==> src/rtl/core/ibmf2i_pkg.sv <==
// Package for the IBM hex float to IEEE single converter.
// Shared types and constants; no dependencies.
`timescale 1ns / 1ps
`default_nettype none
package ibmf2i_pkg;

  localparam int unsigned WordW = 32;
  localparam int unsigned FracW = 24;
  localparam int unsigned ExpoW = 7;
  localparam int unsigned MsbW  = 5;

  localparam logic [WordW-1:0] ByteOrderNegZero = 32'h0000_0080;
  localparam logic [WordW-1:0] NegZeroWord      = 32'h8000_0000;
  localparam logic [WordW-1:0] InfBits          = 32'h7F80_0000;

  // Decoded word, first pipeline stage contents.
  typedef struct packed {
    logic             sign;
    logic [ExpoW-1:0] expo;
    logic [FracW-1:0] frac;
    logic [MsbW-1:0]  msb;
    logic             special;
    logic [WordW-1:0] special_val;
  } dec_t;

endpackage
`default_nettype wire

==> src/rtl/core/ibmf2i_if.sv <==
// Channel interfaces: input samples, output samples, configuration writes.
// Depends on nothing.
`timescale 1ns / 1ps
`default_nettype none
interface ibmf2i_in_if;
  logic        valid;
  logic        ready;
  logic [31:0] raw_word;
  logic        end_of_trace;
  modport source (output valid, raw_word, end_of_trace, input ready);
  modport sink (input valid, raw_word, end_of_trace, output ready);
endinterface

interface ibmf2i_out_if;
  logic        valid;
  logic        ready;
  logic [31:0] ieee_word;
  logic        end_of_trace_out;
  modport source (output valid, ieee_word, end_of_trace_out, input ready);
  modport sink (input valid, ieee_word, end_of_trace_out, output ready);
endinterface

interface ibmf2i_cfg_if;
  logic valid;
  logic ready;
  logic data;
  modport source (output valid, data, input ready);
  modport sink (input valid, data, output ready);
endinterface
`default_nettype wire

==> src/rtl/core/ibm_float_to_ieee_single.sv <==
// Top level: IBM hex float to IEEE-754 single streaming converter.
// Depends on ibmf2i_pkg, ibmf2i_if, ibmf2i_decode.
`timescale 1ns / 1ps
`default_nettype none
// Converts one 32-bit IBM hexadecimal float sample per clock into an IEEE-754
// single (round to nearest even, overflow to infinity, gradual underflow),
// optionally byte-swapping first when the configured le_q flag is set. The
// pipeline stages are decode/leading-one search, exponent and shift, then
// the subnormal round-up add into the output register. Throughput is one
// beat per cycle; the whole pipeline holds while the output beat waits.
// end_of_trace travels alongside each sample.
module ibm_float_to_ieee_single (
  input  wire logic     clk_i,
  input  wire logic     rst_ni,
  ibmf2i_cfg_if.sink    cfg_i,
  ibmf2i_in_if.sink     in_i,
  ibmf2i_out_if.source  out_o
);
  import ibmf2i_pkg::*;

  logic le_q;
  logic adv;

  dec_t dec_d, dec_q;
  logic v1_q, eot1_q;
  logic v2_q, eot2_q, inc_q;
  logic [WordW-1:0] r_q, r_d;
  logic inc_d;
  logic v3_q, eot3_q;
  logic [WordW-1:0] out_q;

  assign cfg_i.ready = 1'b1;
  always_ff @(posedge clk_i or negedge rst_ni) begin
    if (!rst_ni) begin
      le_q <= 1'b0;
    end else if (cfg_i.valid) begin
      le_q <= cfg_i.data;
    end
  end

  assign adv        = !v3_q || out_o.ready;
  assign in_i.ready = adv;

  ibmf2i_decode u_decode (
    .raw_i  (in_i.raw_word),
    .swap_i (le_q),
    .dec_o  (dec_d)
  );

  always_ff @(posedge clk_i or negedge rst_ni) begin
    if (!rst_ni) begin
      v1_q <= 1'b0;
      v2_q <= 1'b0;
      v3_q <= 1'b0;
    end else if (adv) begin
      v1_q <= in_i.valid;
      v2_q <= v1_q;
      v3_q <= v2_q;
    end
  end

  always_ff @(posedge clk_i) begin
    if (adv) begin
      dec_q  <= dec_d;
      eot1_q <= in_i.end_of_trace;
      r_q    <= r_d;
      inc_q  <= inc_d;
      eot2_q <= eot1_q;
      out_q  <= r_q + WordW'(inc_q);
      eot3_q <= eot2_q;
    end
  end

  // Stage 2: exponent, normal mantissa shift, subnormal alignment.
  logic signed [9:0] biased;
  logic signed [9:0] k;
  logic [7:0]        s;
  logic [4:0]        s5;
  logic [FracW:0]    fx;
  logic [FracW:0]    mask;
  logic [FracW-1:0]  mant;
  logic [22:0]       kept;

  always_comb begin
    biased = $signed({5'b0, dec_q.msb}) + $signed({1'b0, dec_q.expo, 2'b0}) - 10'sd153;
    k      = $signed({1'b0, dec_q.expo, 2'b0}) - 10'sd131;
    s      = 8'(-k);
    s5     = s[4:0];
    fx     = {1'b0, dec_q.frac};
    mant   = dec_q.frac << (5'd23 - dec_q.msb);
    mask   = (25'd1 << (s5 - 5'd1)) - 25'd1;
    kept   = '0;
    inc_d  = 1'b0;
    r_d    = '0;
    if (dec_q.special) begin
      r_d = dec_q.special_val;
    end else if (biased >= 10'sd255) begin
      r_d = {dec_q.sign, 31'b0} | InfBits;
    end else if (biased >= 10'sd1) begin
      r_d = {dec_q.sign, biased[7:0], mant[22:0]};
    end else begin
      if (k >= 10'sd0) begin
        kept = 23'(dec_q.frac << k[4:0]);
      end else if (s < 8'd26) begin
        kept  = 23'(fx >> s5);
        inc_d = fx[s5 - 5'd1] && ((|(fx & mask)) || kept[0]);
      end
      r_d = {dec_q.sign, 8'b0, kept};
    end
  end

  assign out_o.valid            = v3_q;
  assign out_o.ieee_word        = out_q;
  assign out_o.end_of_trace_out = eot3_q;
endmodule
`default_nettype wire

==> src/rtl/core/ibmf2i_decode.sv <==
// Byte swap and field decode with leading-one search.
// Depends on ibmf2i_pkg.
`timescale 1ns / 1ps
`default_nettype none
module ibmf2i_decode (
  input  wire logic [31:0]      raw_i,
  input  wire logic             swap_i,
  output ibmf2i_pkg::dec_t      dec_o
);
  import ibmf2i_pkg::*;

  logic [WordW-1:0] w;
  logic [FracW-1:0] frac;
  logic [MsbW-1:0]  msb;

  assign w = swap_i ? {raw_i[7:0], raw_i[15:8], raw_i[23:16], raw_i[31:24]} : raw_i;
  assign frac = w[FracW-1:0];

  always_comb begin
    msb = '0;
    for (int i = 0; i < FracW; i++) begin
      if (frac[i]) msb = MsbW'(i);
    end
  end

  always_comb begin
    dec_o.sign        = w[31];
    dec_o.expo        = w[30:24];
    dec_o.frac        = frac;
    dec_o.msb         = msb;
    dec_o.special     = 1'b0;
    dec_o.special_val = '0;
    if (w == '0) begin
      dec_o.special = 1'b1;
    end else if (w == ByteOrderNegZero) begin
      dec_o.special     = 1'b1;
      dec_o.special_val = NegZeroWord;
    end else if (frac == '0) begin
      dec_o.special     = 1'b1;
      dec_o.special_val = {w[31], 31'b0};
    end
  end
endmodule
`default_nettype wire
==> src/flat_wrapper.sv <==
// flat-port wrapper written by rule: the top's interface ports become plain ports
module ibm_float_to_ieee_single_flat import ibmf2i_pkg::*;
  (clk_i, rst_ni, cfg_i_valid, cfg_i_data, cfg_i_ready, in_i_valid, in_i_raw_word, in_i_end_of_trace, in_i_ready, out_o_valid, out_o_ieee_word, out_o_end_of_trace_out, out_o_ready);
  ibmf2i_cfg_if cfg_i_i ();
  ibmf2i_in_if in_i_i ();
  ibmf2i_out_if out_o_i ();
  input  wire logic clk_i;
  input  wire logic rst_ni;
  input wire logic [$bits(cfg_i_i.valid)-1:0] cfg_i_valid;
  input wire logic [$bits(cfg_i_i.data)-1:0] cfg_i_data;
  output wire logic [$bits(cfg_i_i.ready)-1:0] cfg_i_ready;
  input wire logic [$bits(in_i_i.valid)-1:0] in_i_valid;
  input wire logic [$bits(in_i_i.raw_word)-1:0] in_i_raw_word;
  input wire logic [$bits(in_i_i.end_of_trace)-1:0] in_i_end_of_trace;
  output wire logic [$bits(in_i_i.ready)-1:0] in_i_ready;
  output wire logic [$bits(out_o_i.valid)-1:0] out_o_valid;
  output wire logic [$bits(out_o_i.ieee_word)-1:0] out_o_ieee_word;
  output wire logic [$bits(out_o_i.end_of_trace_out)-1:0] out_o_end_of_trace_out;
  input wire logic [$bits(out_o_i.ready)-1:0] out_o_ready;
  assign cfg_i_i.valid = cfg_i_valid;
  assign cfg_i_i.data = cfg_i_data;
  assign cfg_i_ready = cfg_i_i.ready;
  assign in_i_i.valid = in_i_valid;
  assign in_i_i.raw_word = in_i_raw_word;
  assign in_i_i.end_of_trace = in_i_end_of_trace;
  assign in_i_ready = in_i_i.ready;
  assign out_o_valid = out_o_i.valid;
  assign out_o_ieee_word = out_o_i.ieee_word;
  assign out_o_end_of_trace_out = out_o_i.end_of_trace_out;
  assign out_o_i.ready = out_o_ready;
  ibm_float_to_ieee_single u_core (.clk_i(clk_i), .rst_ni(rst_ni), .cfg_i(cfg_i_i), .in_i(in_i_i), .out_o(out_o_i));
endmodule
==> config.mk <==
export PLATFORM = sky130hd
export DESIGN_NAME = ibm_float_to_ieee_single_flat
export DESIGN_NICKNAME = d
export VERILOG_FILES = /design/src/rtl/core/ibmf2i_pkg.sv /design/src/rtl/core/ibmf2i_if.sv /design/src/rtl/core/ibm_float_to_ieee_single.sv /design/src/rtl/core/ibmf2i_decode.sv /design/src/flat_wrapper.sv
export SDC_FILE = /design/constraint.sdc
export NUM_CORES = 1
export LEC_CHECK = 0
export BUFFER_PORTS_ARGS = -buffer_cell sky130_fd_sc_hd__clkbuf_2
export CORE_MARGIN = 2
export CORE_UTILIZATION = 32
export DETAILED_ROUTE_END_ITERATION = 10
export PLACE_DENSITY = 0.57
export SKIP_CTS_REPAIR_TIMING = 1
export SLEW_MARGIN = 20
export SYNTH_ARGS = -nofsm -noshare
export SYNTH_HDL_FRONTEND = slang
export SYNTH_SLANG_ARGS = --single-unit
==> constraint.sdc <==
create_clock -name clk_i -period 6.02 [get_ports clk_i]
set_input_delay 0.301 -clock clk_i [delete_from_list [all_inputs] [get_ports clk_i]]
set_output_delay 0.301 -clock clk_i [all_outputs]
set_load 0.02 [all_outputs]
==> results of run 1 <==
[registers in the layout, indices dropped and copies added, names as in the netlist]
| signal | cells |
|---|---|
| u_core.inc_q | 1 |
| u_core.out_o.ieee_word | 32 |
| u_core.v2_q | 1 |
| u_core.dec_q | 39 |
| u_core.eot2_q | 1 |
| u_core.out_o.valid | 1 |
| u_core.v1_q | 1 |
| u_core.eot1_q | 1 |
| u_core.le_q | 1 |
| u_core.out_o.end_of_trace_out | 1 |
| u_core.r_q | 32 |
[logic make-up (layout without fill, tap and decap cells)]
logic type	after synthesis	count (layout)	synth area share [%]
and+or+nand+nor	270	270	16.3
AOI/OAI and AO/OA	190	190	16.5
DFF	111	111	42.2
muxes	95	95	13.1
buffers and inverters	69	126	3.73
xor gates and xnor gates	38	38	4.24
adders and majority gates	24	24	3.92
other	1	1	0.0478
[placed cells by master (no fill, tap or decap), types with 4 or more instances in the layout]
master / instances
sky130_fd_sc_hd__edfxtp_1: 107
sky130_fd_sc_hd__nor2_1: 94
sky130_fd_sc_hd__clkbuf_2: 73
sky130_fd_sc_hd__nand2_1: 71
sky130_fd_sc_hd__mux2_2: 51
sky130_fd_sc_hd__a21oi_1: 46
sky130_fd_sc_hd__mux2i_1: 43
sky130_fd_sc_hd__o21ai_0: 34
sky130_fd_sc_hd__xnor2_1: 29
sky130_fd_sc_hd__inv_1: 27
sky130_fd_sc_hd__ha_1: 23
sky130_fd_sc_hd__o22ai_1: 21
sky130_fd_sc_hd__nor3_1: 18
sky130_fd_sc_hd__nand3_1: 17
sky130_fd_sc_hd__nand2b_1: 13
sky130_fd_sc_hd__nand4_1: 10
sky130_fd_sc_hd__or3_1: 10
sky130_fd_sc_hd__a22oi_1: 10
sky130_fd_sc_hd__xor2_1: 9
sky130_fd_sc_hd__o211ai_1: 9
sky130_fd_sc_hd__a211oi_1: 9
sky130_fd_sc_hd__clkbuf_16: 9
sky130_fd_sc_hd__nor4_1: 8
sky130_fd_sc_hd__nor2b_1: 7
sky130_fd_sc_hd__buf_4: 7
sky130_fd_sc_hd__and3_1: 6
sky130_fd_sc_hd__a211oi_2: 6
sky130_fd_sc_hd__a31oi_1: 5
sky130_fd_sc_hd__a221oi_1: 5
sky130_fd_sc_hd__o32ai_1: 4
[report_power, final]
group	internal (W)	switching [W]
Clock	0.000299	0.000310
Sequential	0.00118	0.000205
Combinational	0.000530	0.000857
Total	0.00201	0.00137
[worst max-delay path by stage]
| stage | end | slack, ps | cells past startpoint |
|---|---|---|---|
| after floorplan | u_core.r_q[0] | 2200 | 14 |
| after detailed placement | u_core.r_q[0] | 1260 | 12 |
| after global routing | u_core.r_q[0] | 880 | 12 |
| final | u_core.r_q[0] | 1210 | 12 |
| after CTS | u_core.r_q[0] | 1240 | 12 |
| after global placement | u_core.r_q[0] | 1410 | 12 |
[cell type report]
type,instances,area [µm²],share of cell area (%)
clock buffers,9,225,2.55
clock inverters,7,80.1,0.906
inverters,29,109,1.23
multi-input cells,618,4280,48.4
flip-flops and latches,111,3310,37.5
well taps,324,405,4.59
repair buffers,81,428,4.84
[metal layers]
| metal | up-vias | part of all wire, % |
|---|---|---|
| li1 | 3107 | - |
| met1 | 2884 | 49 |
| met2 | 264 | 42 |
| met3 | 33 | 6.7 |
| met4 | 0 | 2.5 |
| met5 | - | 0 |
[per-stage QoR]
step / setup slack, ps / util [%] / cell area, µm²
2_1_floorplan: 2200 / - / 7850
3_3_place_gp: 1410 / 35.2 / 8510
3_5_place_dp: 1260 / 35.2 / 8510
4_1_cts: 1240 / 36.5 / 8820
5_1_grt: 881 / 36.6 / 8840
6_report: 1210 / 36.6 / 8840
==> impl_metrics.json, run 1 <==
{
  "synth_edf_count": 107,
  "worst_path_arrival_time_ps": 5020,
  "clock-root-buffer": "sky130_fd_sc_hd__clkbuf_16",
  "crit_path_start": "u_core.dec_q[35]",
  "post_synth_num_cell_types": 69,
  "synth_top_area_share_pct": 40.9,
  "area_growth_pct": 12.6,
  "buffer_ports.inserted": 73,
  "core_area_um2": 24200,
  "cts_num_sinks": 111,
  "rr_startpoint": "u_core.dec_q[35]",
  "netlist_area_um2": 7850,
  "worst_pin_slew_ps": 1000,
  "all_layer_global_routing_usage_pct": 15.8,
  "floorplan.die_area_um2": 25800,
  "worstPathCellList": "clkinv_1 -> ha_1 -> inv_1 -> fa_1 -> a211oi_2 -> nor4_1 -> or3b_1 -> nor4_1 -> a31oi_4 -> buf_4 -> or3_1 -> a21oi_1",
  "cts_inserted_buffers": 9,
  "regToRegEndpoint": "u_core.r_q[0]",
  "synth_warnings": 0,
  "hold_worst_slack_ps": 116,
  "global_route.usage.met3_pct": 2.71,
  "ant_nets": 0,
  "detailroute.via_count": 6288,
  "fraction_of_the_yosys_area_taken_by_sequential_cells_pct": 42.2,
  "grt_start_max_net_pins": 80,
  "min_delay_path_depth": 1,
  "path_max_fanout": 32,
  "synth-main-ff-cell": "sky130_fd_sc_hd__edfxtp_1",
  "final.setup_skew_ps": 10.2,
  "grtUsageMet1_pct": 23.7,
  "synth-seq-cells": 111,
  "maximum_clock_rate_mhz": 208,
  "critPathKind": "flop to flop",
  "placedCellCount": 1162,
  "die_width_um": 161,
  "crit_path_end_kind": "flop",
  "detail_route.vias_per_cell": 5.33,
  "hold_end": "u_core.eot1_q",
  "final_cell_count_without_fillers": 1179,
  "critical_path.n_buffers_inverters": 3,
  "powerDensity_nw_per_um2": 382,
  "critPathMaxStageDelay_ps": 800,
  "cap_violations": 0,
  "drt_pre_antenna_iters": 6,
  "tns_ps": 0,
  "postSynthAreaPerCell_um2": 9.83,
  "die-height_um": 161,
  "grt_pass1_wl_um": 32300,
  "fillerInstances": 2424,
  "synth_nets": 861,
  "ys_top_cells_by_area": "sky130_fd_sc_hd__edfxtp_1 (41%), sky130_fd_sc_hd__mux2_2 (7.3%), sky130_fd_sc_hd__mux2i_1 (5.5%), sky130_fd_sc_hd__nor2_1 (4.5%), sky130_fd_sc_hd__ha_1 (3.7%)",
  "netlist.top_cell.by_area": "sky130_fd_sc_hd__edfxtp_1",
  "post-synth-top-count-cell": "sky130_fd_sc_hd__edfxtp_1",
  "globalRoute.totalOverflow": 0,
  "routedWlPerCell_um": 17.3,
  "rsz0062_at_grt": "no",
  "setup.reg_to_reg.worst_slack_ps": 1210,
  "cts_buffer_depth": 2,
  "drive_gt1_share_pct": 20.0,
  "post-route-period-util_pct": 79.9,
  "row_count": 57,
  "critical-path-top-delay-family": "simple AND/OR/NAND/NOR gates",
  "htreeDepth": 3,
  "fin_nets": 913,
  "route.detailed.drc": 0,
  "tightest_slew_margin_relative_to_the_limit_pct": 33.0,
  "wire_length_reported_by_the_detailed_router_um": 20300,
  "io_pins": 75,
  "placer_s_final_routability_congestion_estimate": 0.904,
  "dpl.hpwl_um": 15000,
  "worst_skew_pair.late_latency_ps": 360,
  "hold_viol": 0,
  "synth_async_sr_flop_share_pct": 3.60,
  "synth_cells": 798,
  "run_status": "finished clean",
  "groute.layer.met2.usage_pct": 22.8,
  "final-setup-viol-count": 0,
  "hold_path_startpoint": "in_i_end_of_trace",
  "drt_first_iter_violations": 555,
  "crit_slowest_cell": "sky130_fd_sc_hd__edfxtp_1",
  "grt.busiest_layer": "met1",
  "initial_utilization_pct": 32.5,
  "worst-r2r-cell-count": 12,
  "vdd.ir_drop.worst_mv": 0.153,
  "final-max-slew-violation-count": 0,
  "netlist_top_cells_count": "sky130_fd_sc_hd__edfxtp_1 (107), sky130_fd_sc_hd__nor2_1 (94), sky130_fd_sc_hd__nand2_1 (71)",
  "hold_path_class": "input pin to flop",
  "cts_tree": "done",
  "crit_path_frequent_cell": "sky130_fd_sc_hd__nor4_1",
  "cellLeakagePower_nw": 3.37,
  "startpoint_type": "flop",
  "fin_crit_ps": 4810,
  "num_antenna_cells": 0,
  "first_global_vias": 5722,
  "grt_antenna_before_repair": 0,
  "critical_path_required_ps": 6230,
  "total_power_w": 0.00338,
  "clkTransAtPathRegs_ps": 80
}
Note: power is estimated with default switching activity, not from simulation.
==> run 2, diff against run 1 <==
==> constraint.sdc (replaced) <==
create_clock -name clk_i -period 4.7 [get_ports clk_i]
set_input_delay 0.235 -clock clk_i [delete_from_list [all_inputs] [get_ports clk_i]]
set_output_delay 0.235 -clock clk_i [all_outputs]
set_load 0.02 [all_outputs]
==> impl_metrics.json, run 2 (synthesized netlist as in run 1, its figures left out) <==
{
  "final_cell_mix": "sky130_fd_sc_hd__edfxtp_1 (107), sky130_fd_sc_hd__nor2_1 (94), sky130_fd_sc_hd__clkbuf_2 (73), sky130_fd_sc_hd__nand2_1 (71), sky130_fd_sc_hd__mux2_2 (51)",
  "hold_worst_slack_ps": 45.4,
  "hold_path_class": "input pin to flop",
  "grt_antenna_before_repair": 0,
  "clkTransAtPathRegs_ps": 80,
  "fillerInstances": 2442,
  "routedWlPerCell_um": 17.6,
  "worst-r2r-cell-count": 12,
  "startpoint_type": "flop",
  "p_int_w": 0.00258,
  "floorplan.die_area_um2": 25800,
  "setup.reg_to_reg.worst_slack_ps": 820,
  "htreeDepth": 3,
  "grt_start_max_net_pins": 70,
  "layout_commonest_cell": "sky130_fd_sc_hd__edfxtp_1",
  "maximum_clock_rate_mhz": 258,
  "route.detailed.drc": 0,
  "critPathKind": "flop to flop",
  "critPathMaxStageDelay_ps": 470,
  "final-setup-viol-count": 0,
  "worst_skew_pair.late_latency_ps": 360,
  "grt_pass1_wl_um": 32300,
  "worstPathCellList": "clkinv_1 -> ha_1 -> inv_1 -> fa_1 -> a211oi_2 -> nor4_1 -> or3b_1 -> nor4_1 -> a31oi_4 -> buf_4 -> mux2i_1 -> nor2_1",
  "fin_util_pct": 36.7,
  "clock_power_share_pct": 17.9,
  "multi_input_area_um2": 4270,
  "initial_utilization_pct": 32.5,
  "drt_pre_antenna_iters": 5,
  "tns_ps": 0,
  "ant_nets": 0,
  "cts_buffer_depth": 2,
  "crit_path_frequent_cell": "sky130_fd_sc_hd__nor4_1",
  "run_status": "finished clean",
  "cts_tree": "done",
  "rsz0062_at_grt": "no",
  "globalRoute.totalOverflow": 0,
  "rr_startpoint": "u_core.dec_q[35]",
  "cellLeakagePower_nw": 3.41,
  "drt_first_iter_violations": 640,
  "vdd.ir_drop.worst_mv": 0.296,
  "die-height_um": 161,
  "crit_path_start": "u_core.dec_q[35]",
  "core_area_um2": 24200,
  "cap_violations": 0,
  "p_sw_share_pct": 40.6,
  "register_area_um2": 3310,
  "powerDensity_nw_per_um2": 489,
  "area_growth_pct": 13.1,
  "post-route-period-util_pct": 82.6,
  "crit_path_end_kind": "flop",
  "p_seq_share_pct": 40.7,
  "die_width_um": 161,
  "critical_path_required_ps": 4810,
  "buffer_ports.inserted": 73,
  "dpl.hpwl_um": 15100,
  "all_layer_global_routing_usage_pct": 16.1,
  "detail_route.vias_per_cell": 5.32,
  "path_max_fanout": 29,
  "io_pins": 75,
  "worst_path_arrival_time_ps": 3990,
  "placedCellCount": 1169,
  "final-max-slew-violation-count": 0,
  "first_global_vias": 5757,
  "placer_s_final_routability_congestion_estimate": 0.891,
  "register_bank_with_the_most_flops": "u_core.dec_q",
  "power.switching_w": 0.00176,
  "tightest_slew_margin_relative_to_the_limit_pct": 37.6,
  "drive_gt1_share_pct": 20.6,
  "fin_crit_ps": 3880,
  "fin_nets": 920,
  "final.setup_skew_ps": 7.22,
  "num_antenna_cells": 0,
  "crit_slowest_cell": "sky130_fd_sc_hd__nor4_1",
  "hold_viol": 0,
  "wire_length_reported_by_the_detailed_router_um": 20900,
  "critPathCapture": "u_core.r_q[6]",
  "power.share.combinational_pct": 41.3,
  "row_count": 57,
  "clock-root-buffer": "sky130_fd_sc_hd__clkbuf_16",
  "detailroute.via_count": 6313,
  "final_cell_count_without_fillers": 1186,
  "cts_inserted_buffers": 9,
  "regToRegEndpoint": "u_core.r_q[6]",
  "largest_register_ff_count": 39,
  "worst_pin_slew_ps": 936,
  "cts_num_sinks": 111
}
[run 2: power groups by stage]
stage	sequential [W]	combinational [W]	clock (W)
global route	0.00181	0.00197	0.000831
detailed placement	0.00179	0.00178	0
floorplan	0.00187	0.00117	0
CTS	0.00177	0.00179	0.000799
finish	0.00177	0.00180	0.000778
global placement	0.00178	0.00178	0
[run 2: how the worst min path moves through the flow]
stage	from	to	slack, ps	cells past startpoint
finish	in_i_end_of_trace	u_core.eot1_q	50	1
global route	in_i_end_of_trace	u_core.eot1_q	30	1
CTS	rst_ni	u_core.v1_q	-340	1
detailed placement	rst_ni	u_core.out_o.valid	50	1
global placement	rst_ni	u_core.v2_q	50	1
floorplan	rst_ni	u_core.le_q	-60	0
[run 2: layer usage]
layer	routed length, µm	GRT usage [%]
met5	0	0
met3	1470	2.97
met1	9750	23.3
met4	722	6.92
met2	8960	23.6
[run 2: layout make-up]
| class | count | share of cell area [%] |
|---|---|---|
| Timing Repair Buffer | 88 | 5.41 |
| Clock inverter | 7 | 0.818 |
| Tap cell | 324 | 4.57 |
| Sequential cell | 111 | 37.3 |
| Multi-Input combinational cell | 618 | 48.1 |
| Clock buffer | 9 | 2.54 |
| Inverter | 29 | 1.23 |
[run 2: per-stage QoR]
step | setup slack (ps) | power [W] | area, µm²
finish | 819 | 0.00434 | 8870
global route | 467 | 0.00461 | 8870
CTS | 815 | 0.00435 | 8860
detailed placement | 818 | 0.00357 | 8570
global placement | 939 | 0.00357 | 8570
floorplan | 881 | 0.00304 | 7850
[run 2: critical path, delay by kind of cell, from the launching register on]
family	cells	cell delay, ps
AOI/OAI and AO/OA	2	720
DFF	1	360
muxes	1	160
buffers and inverters	3	580
and+or+nand+nor	4	1010
adders and majority gates	2	790
